### config.mk
export PLATFORM = sky130hd
export DESIGN_NAME = fragment_reassembly_tracker
export DESIGN_NICKNAME = d
export VERILOG_FILES = /design/src/sv/frt_pkg.sv /design/src/sv/fragment_reassembly_tracker.sv
export SDC_FILE = /design/constraint.sdc
export NUM_CORES = 2
export LEC_CHECK = 0
export BUFFER_PORTS_ARGS = -buffer_cell sky130_fd_sc_hd__buf_2
export CORE_UTILIZATION = 60
export DETAILED_ROUTE_END_ITERATION = 8
export PLACE_DENSITY = 0.84
export SLEW_MARGIN = 20
export SYNTH_ARGS = -nofsm -noshare
export SYNTH_HDL_FRONTEND = slang
export SYNTH_SLANG_ARGS = --single-unit
### constraint.sdc
create_clock -name clk -period 33.3 [get_ports clk]
set_input_delay 3.33 -clock clk [delete_from_list [all_inputs] [get_ports clk]]
set_output_delay 3.33 -clock clk [all_outputs]
set_load 0.01 [all_outputs]
### src/sv/frt_pkg.sv
`default_nettype none
// ----------------------------------------------------------------------------
// frt_pkg: shared types and constants of the fragment reassembly tracker
// Table geometry, status codes and the controller state type.
// ----------------------------------------------------------------------------
package frt_pkg;

    localparam int SLOTS        = 8;
    localparam int MAX_FRAGS    = 64;
    localparam int HEADER_BYTES = 20;
    localparam int SLOT_W       = (SLOTS > 1) ? $clog2(SLOTS) : 1;
    localparam int CNT_W        = $clog2(SLOTS + 1);
    localparam int IDX_W        = (MAX_FRAGS > 1) ? $clog2(MAX_FRAGS) : 1;
    localparam int TOT_W        = $clog2(MAX_FRAGS + 1);

    localparam logic [3:0] ST_SHORT    = 4'd0;
    localparam logic [3:0] ST_BADIDX   = 4'd1;
    localparam logic [3:0] ST_MISMATCH = 4'd2;
    localparam logic [3:0] ST_FULL     = 4'd3;
    localparam logic [3:0] ST_TOOMANY  = 4'd4;
    localparam logic [3:0] ST_DUP      = 4'd5;
    localparam logic [3:0] ST_STORED   = 4'd6;
    localparam logic [3:0] ST_DONE     = 4'd7;
    localparam logic [3:0] ST_SWEPT    = 4'd8;

    localparam logic OP_FRAG  = 1'b0;
    localparam logic OP_SWEEP = 1'b1;

    typedef enum logic [2:0] {
        S_IDLE,
        S_LOOK,
        S_READ,
        S_DECIDE,
        S_SWEEP,
        S_OUT
    } state_t;

    // one table entry as held in the entry memory
    typedef struct packed {
        logic [31:0]          seq;
        logic [TOT_W-1:0]     total;
        logic [63:0]          capture_us;
        logic [31:0]          first_tick;
        logic [TOT_W-1:0]     received;
        logic [MAX_FRAGS-1:0] mask;
    } entry_t;

endpackage
`default_nettype wire

### src/sv/fragment_reassembly_tracker.sv
`default_nettype none
// Fragment item: tag search, entry memory read, decide and write back, output,
// each in its own state. A header rejected by the pre-checks skips read and
// decide. Sweep: one entry memory read per slot, then output. One item at a
// time; the next input beat is taken in the cycle after the result beat leaves.
// Reset clears valid bits, stale counter and control and sets the timeout to
// 500; the entry memory needs no clearing.
// ----------------------------------------------------------------------------
// fragment_reassembly_tracker
// Tracks pending frames by sequence number in a small table; reports stored,
// complete, rejected and stale-swept fragments.
// ----------------------------------------------------------------------------
module fragment_reassembly_tracker (
    input  wire logic         clk,
    input  wire logic         rst_n,
    input  wire logic         cfg_we,
    input  wire logic [15:0]  cfg_wdata,
    input  wire logic         s_tvalid,
    output logic              s_tready,
    // op, packet_length, frame_seq, frag_index, frag_total, capture_time_us,
    // now_ticks (low to high), zero padded
    input  wire logic [175:0] s_tdata,
    output logic              m_tvalid,
    input  wire logic         m_tready,
    // status, slot, store_index, done_seq, done_capture_us, pending_frames,
    // swept_now, stale_total (low to high), zero padded
    output logic [151:0]      m_tdata
);

    localparam int SW = frt_pkg::SLOT_W;
    localparam int CW = frt_pkg::CNT_W;
    localparam int TW = frt_pkg::TOT_W;
    localparam int IW = frt_pkg::IDX_W;

    frt_pkg::state_t state_reg, state_next;

    // input item registers
    logic        op_reg;
    logic [10:0] plen_reg;
    logic [31:0] seq_reg;
    logic [15:0] idx_reg;
    logic [15:0] tot_reg;
    logic [63:0] cap_reg;
    logic [31:0] now_reg;

    logic [15:0] timeout_reg;
    logic [31:0] stale_reg;
    logic [frt_pkg::SLOTS-1:0] valid_reg;
    logic [31:0] tag_mem [frt_pkg::SLOTS];  // seq per slot, fixed-place compare
    frt_pkg::entry_t entry_mem [frt_pkg::SLOTS];
    frt_pkg::entry_t rd_reg;

    logic          found_reg, free_ok_reg;
    logic [SW-1:0] slot_reg;
    logic [SW-1:0] sw_ptr_reg;
    logic [CW-1:0] swept_reg;

    // result registers
    logic [3:0]  o_status_reg;
    logic [SW-1:0] o_slot_reg;
    logic [5:0]  o_idx_reg;
    logic [31:0] o_dseq_reg;
    logic [63:0] o_dcap_reg;

    // tag search: first matching valid slot, lowest free slot
    logic          hit;
    logic [SW-1:0] hit_slot;
    logic          has_free;
    logic [SW-1:0] free_slot;
    always_comb
    begin
        hit = 1'b0;
        hit_slot = '0;
        has_free = 1'b0;
        free_slot = '0;
        for (int i = frt_pkg::SLOTS - 1; i >= 0; i--)
        begin
            if (valid_reg[i] && tag_mem[i] == seq_reg)
            begin
                hit = 1'b1;
                hit_slot = SW'(i);
            end
            if (!valid_reg[i])
            begin
                has_free = 1'b1;
                free_slot = SW'(i);
            end
        end
    end

    // pre-checks on header
    logic pre_reject;
    logic [3:0] pre_status;
    always_comb
    begin
        pre_reject = 1'b1;
        pre_status = frt_pkg::ST_SHORT;
        priority if (plen_reg < 11'(frt_pkg::HEADER_BYTES))
            pre_status = frt_pkg::ST_SHORT;
        else if (tot_reg == '0 || idx_reg >= tot_reg)
            pre_status = frt_pkg::ST_BADIDX;
        else if (tot_reg > 16'(frt_pkg::MAX_FRAGS))
            pre_status = frt_pkg::ST_TOOMANY;
        else
            pre_reject = 1'b0;
    end

    // decision on read entry
    logic [IW-1:0] fidx;
    assign fidx = idx_reg[IW-1:0];
    logic [TW-1:0] tot_n;
    assign tot_n = tot_reg[TW-1:0];
    frt_pkg::entry_t upd;
    logic [3:0] dec_status;
    logic dec_write, dec_done;
    always_comb
    begin
        upd = rd_reg;
        dec_write = 1'b0;
        dec_done = 1'b0;
        if (!found_reg)
        begin
            upd.seq = seq_reg;
            upd.total = tot_n;
            upd.capture_us = cap_reg;
            upd.first_tick = now_reg;
            upd.received = '0;
            upd.mask = '0;
        end
        upd.mask[fidx] = 1'b1;
        upd.received = upd.received + TW'(1);
        priority if (!found_reg && !free_ok_reg)
            dec_status = frt_pkg::ST_FULL;
        else if (found_reg && rd_reg.total != tot_n)
            dec_status = frt_pkg::ST_MISMATCH;
        else if (found_reg && rd_reg.mask[fidx])
            dec_status = frt_pkg::ST_DUP;
        else
        begin
            dec_write = 1'b1;
            dec_done = (upd.received == upd.total);
            dec_status = dec_done ? frt_pkg::ST_DONE : frt_pkg::ST_STORED;
        end
    end

    logic stale_hit;
    assign stale_hit = valid_reg[sw_ptr_reg]
        && (now_reg - rd_reg.first_tick) >= {16'd0, timeout_reg};

    // next state
    always_comb
    begin
        state_next = state_reg;
        unique case (state_reg)
            frt_pkg::S_IDLE:   if (s_tvalid) state_next = frt_pkg::S_LOOK;
            frt_pkg::S_LOOK:
                if (op_reg == frt_pkg::OP_SWEEP) state_next = frt_pkg::S_SWEEP;
                else if (pre_reject) state_next = frt_pkg::S_OUT;
                else state_next = frt_pkg::S_READ;
            frt_pkg::S_READ:   state_next = frt_pkg::S_DECIDE;
            frt_pkg::S_DECIDE: state_next = frt_pkg::S_OUT;
            frt_pkg::S_SWEEP:
                if (sw_ptr_reg == SW'(frt_pkg::SLOTS - 1)) state_next = frt_pkg::S_OUT;
            frt_pkg::S_OUT:    if (m_tready) state_next = frt_pkg::S_IDLE;
            default:           state_next = frt_pkg::S_IDLE;
        endcase
    end

    // handshake outputs
    always_comb
    begin
        s_tready = (state_reg == frt_pkg::S_IDLE);
        m_tvalid = (state_reg == frt_pkg::S_OUT);
    end

    always_ff @(posedge clk or negedge rst_n)
    begin
        if (!rst_n)
            state_reg <= frt_pkg::S_IDLE;
        else
            state_reg <= state_next;
    end

    // config, valid bits, stale counter, sweep pointer
    always_ff @(posedge clk or negedge rst_n)
    begin
        if (!rst_n)
        begin
            timeout_reg <= 16'd500;
            stale_reg <= '0;
            valid_reg <= '0;
            sw_ptr_reg <= '0;
            swept_reg <= '0;
        end
        else
        begin
            if (cfg_we)
                timeout_reg <= cfg_wdata;
            if (state_reg == frt_pkg::S_LOOK)
            begin
                sw_ptr_reg <= '0;
                swept_reg <= '0;
            end
            if (state_reg == frt_pkg::S_SWEEP)
            begin
                sw_ptr_reg <= sw_ptr_reg + SW'(1);
                if (stale_hit)
                begin
                    valid_reg[sw_ptr_reg] <= 1'b0;
                    stale_reg <= stale_reg + 32'd1;
                    swept_reg <= swept_reg + CW'(1);
                end
            end
            if (state_reg == frt_pkg::S_DECIDE && dec_write)
                valid_reg[slot_reg] <= !dec_done;
        end
    end

    // entry memory: registered read, write back on decide
    logic [SW-1:0] rd_addr;
    assign rd_addr = (state_reg == frt_pkg::S_SWEEP || state_reg == frt_pkg::S_LOOK)
                     ? (state_reg == frt_pkg::S_LOOK ? SW'(0) : sw_ptr_reg + SW'(1))
                     : slot_reg;
    always_ff @(posedge clk)
    begin
        rd_reg <= entry_mem[rd_addr];
        if (state_reg == frt_pkg::S_DECIDE && dec_write)
        begin
            entry_mem[slot_reg] <= upd;
            tag_mem[slot_reg] <= upd.seq;
        end
    end

    // payload registers
    always_ff @(posedge clk)
    begin
        if (state_reg == frt_pkg::S_IDLE && s_tvalid)
        begin
            op_reg   <= s_tdata[0];
            plen_reg <= s_tdata[11:1];
            seq_reg  <= s_tdata[43:12];
            idx_reg  <= s_tdata[59:44];
            tot_reg  <= s_tdata[75:60];
            cap_reg  <= s_tdata[139:76];
            now_reg  <= s_tdata[171:140];
        end
        if (state_reg == frt_pkg::S_LOOK)
        begin
            found_reg <= hit;
            free_ok_reg <= has_free;
            slot_reg <= hit ? hit_slot : free_slot;
            o_status_reg <= (op_reg == frt_pkg::OP_SWEEP) ? frt_pkg::ST_SWEPT : pre_status;
            o_slot_reg <= '0;
            o_idx_reg <= '0;
            o_dseq_reg <= '0;
            o_dcap_reg <= '0;
        end
        if (state_reg == frt_pkg::S_DECIDE)
        begin
            o_status_reg <= dec_status;
            if (dec_write)
            begin
                o_slot_reg <= slot_reg;
                o_idx_reg <= 6'(fidx);
            end
            if (dec_done)
            begin
                o_dseq_reg <= upd.seq;
                o_dcap_reg <= upd.capture_us;
            end
        end
    end

    logic [CW-1:0] pending;
    always_comb
    begin
        pending = '0;
        for (int i = 0; i < frt_pkg::SLOTS; i++)
            pending = pending + CW'(valid_reg[i]);
    end

    assign m_tdata = {3'd0, stale_reg, 4'(swept_reg), 4'(pending), o_dcap_reg,
                      o_dseq_reg, o_idx_reg, 3'(o_slot_reg), o_status_reg};

endmodule
`default_nettype wire
# Yosys cells after proc, flatten, opt, wreduce, memory -nomap -nowiden
# Memories as Yosys holds them, arrays and structs flattened. A register that Yosys moved wholly into a read port is not among the register bits.
# Index checks and enable logic that the tools add are counted.
[op_classes]
bitwise = 3
eq_ne = 19
n_lt_le_gt_ge = 10
add_sub_neg = 12
mux = 87
reduce_logical = 29
[op_table]
columns = ["cell", "n"]
rows = [
  ["32-bit == test", 8],
  ["206-bit two-way mux", 1],
  ["64-bit two-way mux", 3],
  ["3-bit two-way mux", 34],
  ["32-bit two-way mux", 3],
  ["64-bit bitwise OR", 1],
  ["32-bit by 1-bit adder with 32-bit output, second input constant", 1],
  ["32-bit by 16-bit >= comparator with 1-bit output", 1],
  ["32-bit subtractor", 1],
  ["1-bit two-way mux", 26],
  ["4-bit two-way mux", 6],
  ["8-bit two-way mux", 3],
  ["6-bit two-way mux", 3],
  ["3-bit one-hot mux with 6 select lines", 1],
  ["1-bit logical AND", 17],
  ["4-bit by 1-bit adder with 4-bit output", 4],
  ["16-bit >= comparator", 1],
  ["16-bit by 7-bit > comparator with 1-bit output, second input constant", 1],
  ["16-bit zero test", 1],
  ["11-bit by 5-bit < comparator with 1-bit output, second input constant", 1],
  ["3-bit == test, second input constant", 3],
  ["8-bit bitwise AND", 1],
  ["8-bit bitwise mux", 1],
  ["3-bit by 4-bit < comparator with 1-bit output, second input constant", 2],
  ["other kinds (28)", 36],
]
[totals]
in_bits = 197
output_inout_bits = 154
reg_bits = 352
ramBits = 1904
memories = 2
elab_cells = 183
[memory_table]
columns = ["name", "depth", "word_bits", "read_ports", "rd_ports_with_merged_regs", "wr", "line_no", "source"]
rows = [
  ["entry_mem", 8, 206, 1, 1, 1, "fragment_reassembly_tracker.sv:50", "frt_pkg::entry_t entry_mem [frt_pkg::SLOTS];"],
  ["tag_mem", 8, 32, 8, 0, 1, "fragment_reassembly_tracker.sv:49", "logic [31:0] tag_mem [frt_pkg::SLOTS];"],
]

# Depth between registers and ports, before layout
# An unclocked memory read counts as a cell.
[depth]
ltp_word = 12
ltp_mapped = 21
depth_no_buf = 19

# Least setup slack after synthesis
# No wires, ideal clock.
[synth_timing]
path_kind = "flip-flop to flip-flop"
startpoint = "reg idx_reg[1]"
endpoint = "mem entry_mem[4][0] in the netlist's numbering, enable pin"
setup_slack_ps = 15978
setup_time_ps = 1028
arrival_time_ps = 16294
n_path_buf = 1
path_stages_with_launch = 11
period_less_slack_ps = 17322
t_required_ps = 32272
path_cell_list = "edfxtp_1 > buf_2 > mux4_2 > mux2i_1 > o22ai_1 > a221o_1 > nor4_2 > a21o_1 > and2b_1 > nand2_1 > nor3_1"
[synth_between]
elab_chain_cells = 9
[synth_lines]
columns = ["element", "line_no", "source"]
rows = [
  ["from (decl)", "fragment_reassembly_tracker.sv:41", "logic [15:0] idx_reg;"],
  ["from (signal assigned)", "fragment_reassembly_tracker.sv:242", "idx_reg <= s_tdata[59:44];"],
  ["1-bit binary-select mux with 6-bit select", "fragment_reassembly_tracker.sv:136", "else if (found_reg && rd_reg.mask[fidx])"],
  ["1-bit two-way mux (not written as such)", "fragment_reassembly_tracker.sv:136", ""],
  ["1-bit logical AND", "fragment_reassembly_tracker.sv:136", ""],
  ["1-bit two-way mux", "fragment_reassembly_tracker.sv:136", ""],
  ["1-bit two-way mux", "fragment_reassembly_tracker.sv:134", "else if (found_reg && rd_reg.total != tot_n)"],
  ["1-bit two-way mux", "fragment_reassembly_tracker.sv:132", "priority if (!found_reg && !free_ok_reg)"],
  ["1-bit logical AND", "fragment_reassembly_tracker.sv:227", "if (state_reg == frt_pkg::S_DECIDE && dec_write)"],
  ["1-bit two-way mux", "fragment_reassembly_tracker.sv:227", ""],
  ["1-bit two-way mux (not written as such)", "fragment_reassembly_tracker.sv:229", "entry_mem[slot_reg] <= upd;"],
  ["to (decl)", "fragment_reassembly_tracker.sv:50", ""],
]
# Every way passes these cells. The select of a mux whose other input is x is not followed.

# Worst setup path in the final report
[layout_timing]
startpoint = "reg idx_reg[1]"
endpoint = "mem entry_mem[5][154] in the netlist's numbering, enable pin"
# Same word-level chain as after synthesis.

==> impl_results.md <==
* Critical-path cell with the highest stage delay: buf_4
* Synth top cells by count: edfxtp_1 (1827), mux4_2 (419), mux2_2 (394)
* Status: finished clean
* Final wirelength at between 200000 and 250000 um
* CTS clk-pin slew, worst paths at approximately 0.060 ns
* Total Routing Usage GR at 0.278
* Number of H-tree levels at 4
* Pre-CTS setup slack at approximately 26 ns
* Die W at between 300 and 400 um
* Max reg flops at around 1.6k
* Slew margin rel. at 0.178
* Reg area at between 60000 and 70000 um2
* Final hold vios at 0
* Initial core utilization at 0.605
* Area growth from synthesis to layout at 12.4%
* Crit-path cells: buf_4, mux4_2, mux2i_1, o22ai_1, a221o_1, nor4_2, a21o_1, and2b_1, buf_4, nand2_1, nor2_4, buf_4, buf_4, buf_4
* Synth top area cells: edfxtp_1 (62%), mux4_2 (11%), dfxtp_1 (7.1%), mux2_2 (5.0%), xnor2_1 (2.2%)
* I/O pin count at 351
* Final setup vio count at 0
* Crit. End Element: register
* Logic gate share of total power at 0.309
* Iter 0 DRT Violations at around 5.2k
* Per-cell routed wire length at around 28 um
* Clock power frac at 0.283
* Root Buffer: clkbuf_16
* Int Pwr at approximately 6 mW
* Multi-input logic area at ~24000 um2
* Leak at 34.0 nW
* Peak per-stage delay on the critical path at about 0.88 ns
* Max-Cap Viols at 0
* Setup TNS at 0 ns
* Gate Count Post-Synth at approximately 4.8k
* Worst-path fanout max at 54
* Max frequency at 0.127 GHz
* Netlist cell types at just over 80
* Worst setup SP type: register
* Critical Path Most Common Cell: buf_4
* Final worst slack at ~25 ns
* P_sw at around 2.6 mW
* Final min period at ~7.9 ns
* Number of port buffers at roughly 340
* Total number of yosys warnings at 0
* Setup Crit Path Kind: register to register
* Vias at about 46k
* TritonCTS clock tree: yes
* Routability cong. at between 0.9 and 1
* Post-synth ARST share at 0.0299
* Least-Margin Pin Slew at between 1 and 1.5 ns
* Die area at about 150000 um2
* Worst path required time at ~34 ns
* Grt total ovfl at 0
* RSZ-0062 raised after global routing: no
* CTS sink cnt at approximately 2.2k
* Cts repair resizes at 0
* Core area at 146000 um2
* Area leader, netlist: edfxtp_1
* Dpl hpwl at ~120000 um
* Antenna-violating nets left at 0
* Hold crit path type: register to register
* Post-synth EDFFs at about 1.8k
* Number of synthesized register bits at approximately 2.2k
* Clk_skew at roughly 0.06 ns
* # hold bufs at CTS at 0
* Sequential area share after synthesis at 0.713
* Num CTS Buffers at 209
* Most numerous cell in the Yosys netlist: edfxtp_1
* 1st-pass router iterations at 6
* CP arrival at 8.32 ns
* Pwr dens at between 80 and 90 nW/um2
* Synthesized area per cell at 18.5 um2
* Post-CTS Repair Setup Buffers at 0
* Wire length of the first global-routing pass at between 300000 and 400000 um
* Largest net degree at the start of global routing at roughly 120
* Share of cells above drive strength 1 at 0.305
* # fillers at 8811
* Final #Nets at approximately 5.4k
* Via density at 6.39
* Maximum vdd ir drop at a little under 80 uV
* Cell Area, Synth at approximately 88000 um2
* Crit share post-route at 0.236
* Switching Share at 0.297
* Post-route DRC at 0
* Share of the synthesized area in the top cell type at 0.623
* Rows at between 100 and 150
* Flop pwr share at 0.408
* Initial antenna violation count at 9
* Clk_lat worst skew at between 0.8 and 0.9 ns
* Clk buf depth at 3
* Fin. max-slew vios at 0
* Top_reg_cell synth: edfxtp_1
* Vias in the first global route at around 48k
* Die Y at 385 um
[per-stage QoR]
| step | instances | total power [mW] | utilization | area, um2 | hold slack [ns] |
|---|---|---|---|---|---|
| CTS | 7247 | 8.64 | 0.680 | 98900 | 0.459 |
| floorplan | 4758 | 5.57 | - | 88000 | 0.480 |
| detailed placement | 6848 | 6.18 | 0.631 | 91800 | 0.452 |
| global route | 7251 | 8.93 | 0.680 | 98900 | 0.472 |
| finish | 7253 | 8.62 | 0.680 | 98900 | 0.460 |
| global placement | 6848 | 6.11 | 0.631 | 91800 | 0.445 |
[final cells by class]
| type | count | share of cell area |
|---|---|---|
| antenna | 6 | 0.000152 |
| clock buffer | 290 | 0.0586 |
| clock inverter | 109 | 0.0136 |
| inverter | 100 | 0.00379 |
| multi-input combinational | 2221 | 0.242 |
| sequential | 2204 | 0.634 |
| tap | 1917 | 0.0242 |
| timing repair buffer | 406 | 0.0231 |
[worst paths after layout]
path,end,cells after the start,slack [ns],start
min,o_slot_reg[2]$_DFF_P_,2,0.46,o_slot_reg[2]$_DFF_P_
max in group asynchronous,stale_reg[28]$_DFFE_PN0P_,2,30.06,rst_n
min reg2reg,o_slot_reg[2]$_DFF_P_,2,0.46,o_slot_reg[2]$_DFF_P_
max,entry_mem[5][154]$_DFFE_PP_,14,25.45,idx_reg[1]$_DFFE_PP_
min in group asynchronous,timeout_reg[0]$_DFFE_PN0P_,2,2.66,rst_n
max reg2reg,entry_mem[5][154]$_DFFE_PP_,14,25.45,idx_reg[1]$_DFFE_PP_
[routing by layer]
| metal | vias up | global-route usage | routed length, um |
|---|---|---|---|
| met5 | - | 0 | 21 |
| met3 | 435 | 0.0542 | 20300 |
| li1 | 19477 | - | - |
| met4 | 4 | 0.0954 | 6400 |
| met2 | 2671 | 0.454 | 101000 |
| met1 | 23792 | 0.377 | 78400 |
[placed cells by master, fill, tap and decap left out, types with 41 or more instances in the layout]
cell type,n
a21oi_1,69
and2_1,104
buf_2,341
buf_4,58
clkbuf_1,55
clkbuf_16,209
dfrtp_1,60
dfxtp_1,311
edfxtp_1,1827
ha_1,72
inv_1,100
mux2_2,394
mux4_2,419
nand2_1,188
nand4_1,75
nor2_1,54
nor4_1,41
o21ai_0,113
xnor2_1,221
xor2_1,103
[power by group through the flow]
stage / Clock [mW] / Combinational, mW / Sequential, mW
final: 2.44 / 2.66 / 3.51
after global routing: 2.56 / 2.84 / 3.53
after CTS: 2.46 / 2.67 / 3.51
after detailed placement: 0 / 2.62 / 3.56
after global placement: 0 / 2.56 / 3.55
after floorplan: 0 / 2.06 / 3.50
[cells by family after synthesis]
logic type | count (synthesis) | share of synthesized area
flip-flops | 2204 | 0.713
buffers and inverters | 333 | 0.0158
adder cells (fa/ha/maj) | 77 | 0.0114
other | 1 | 0.0000426
XOR/XNOR | 324 | 0.0322
AND/OR/NAND/NOR | 625 | 0.0379
AO/OA/AOI/OAI | 313 | 0.0221
multiplexers | 879 | 0.167
[worst max-delay path: cells and delay by family (launching register included)]
family	cells	cell delay, ns
simple gates	4	2.11
buf+inv	5	3.30
mux	2	0.79
compound gates	3	0.81
flops	1	0.33
(Power assumes the default switching activity.)
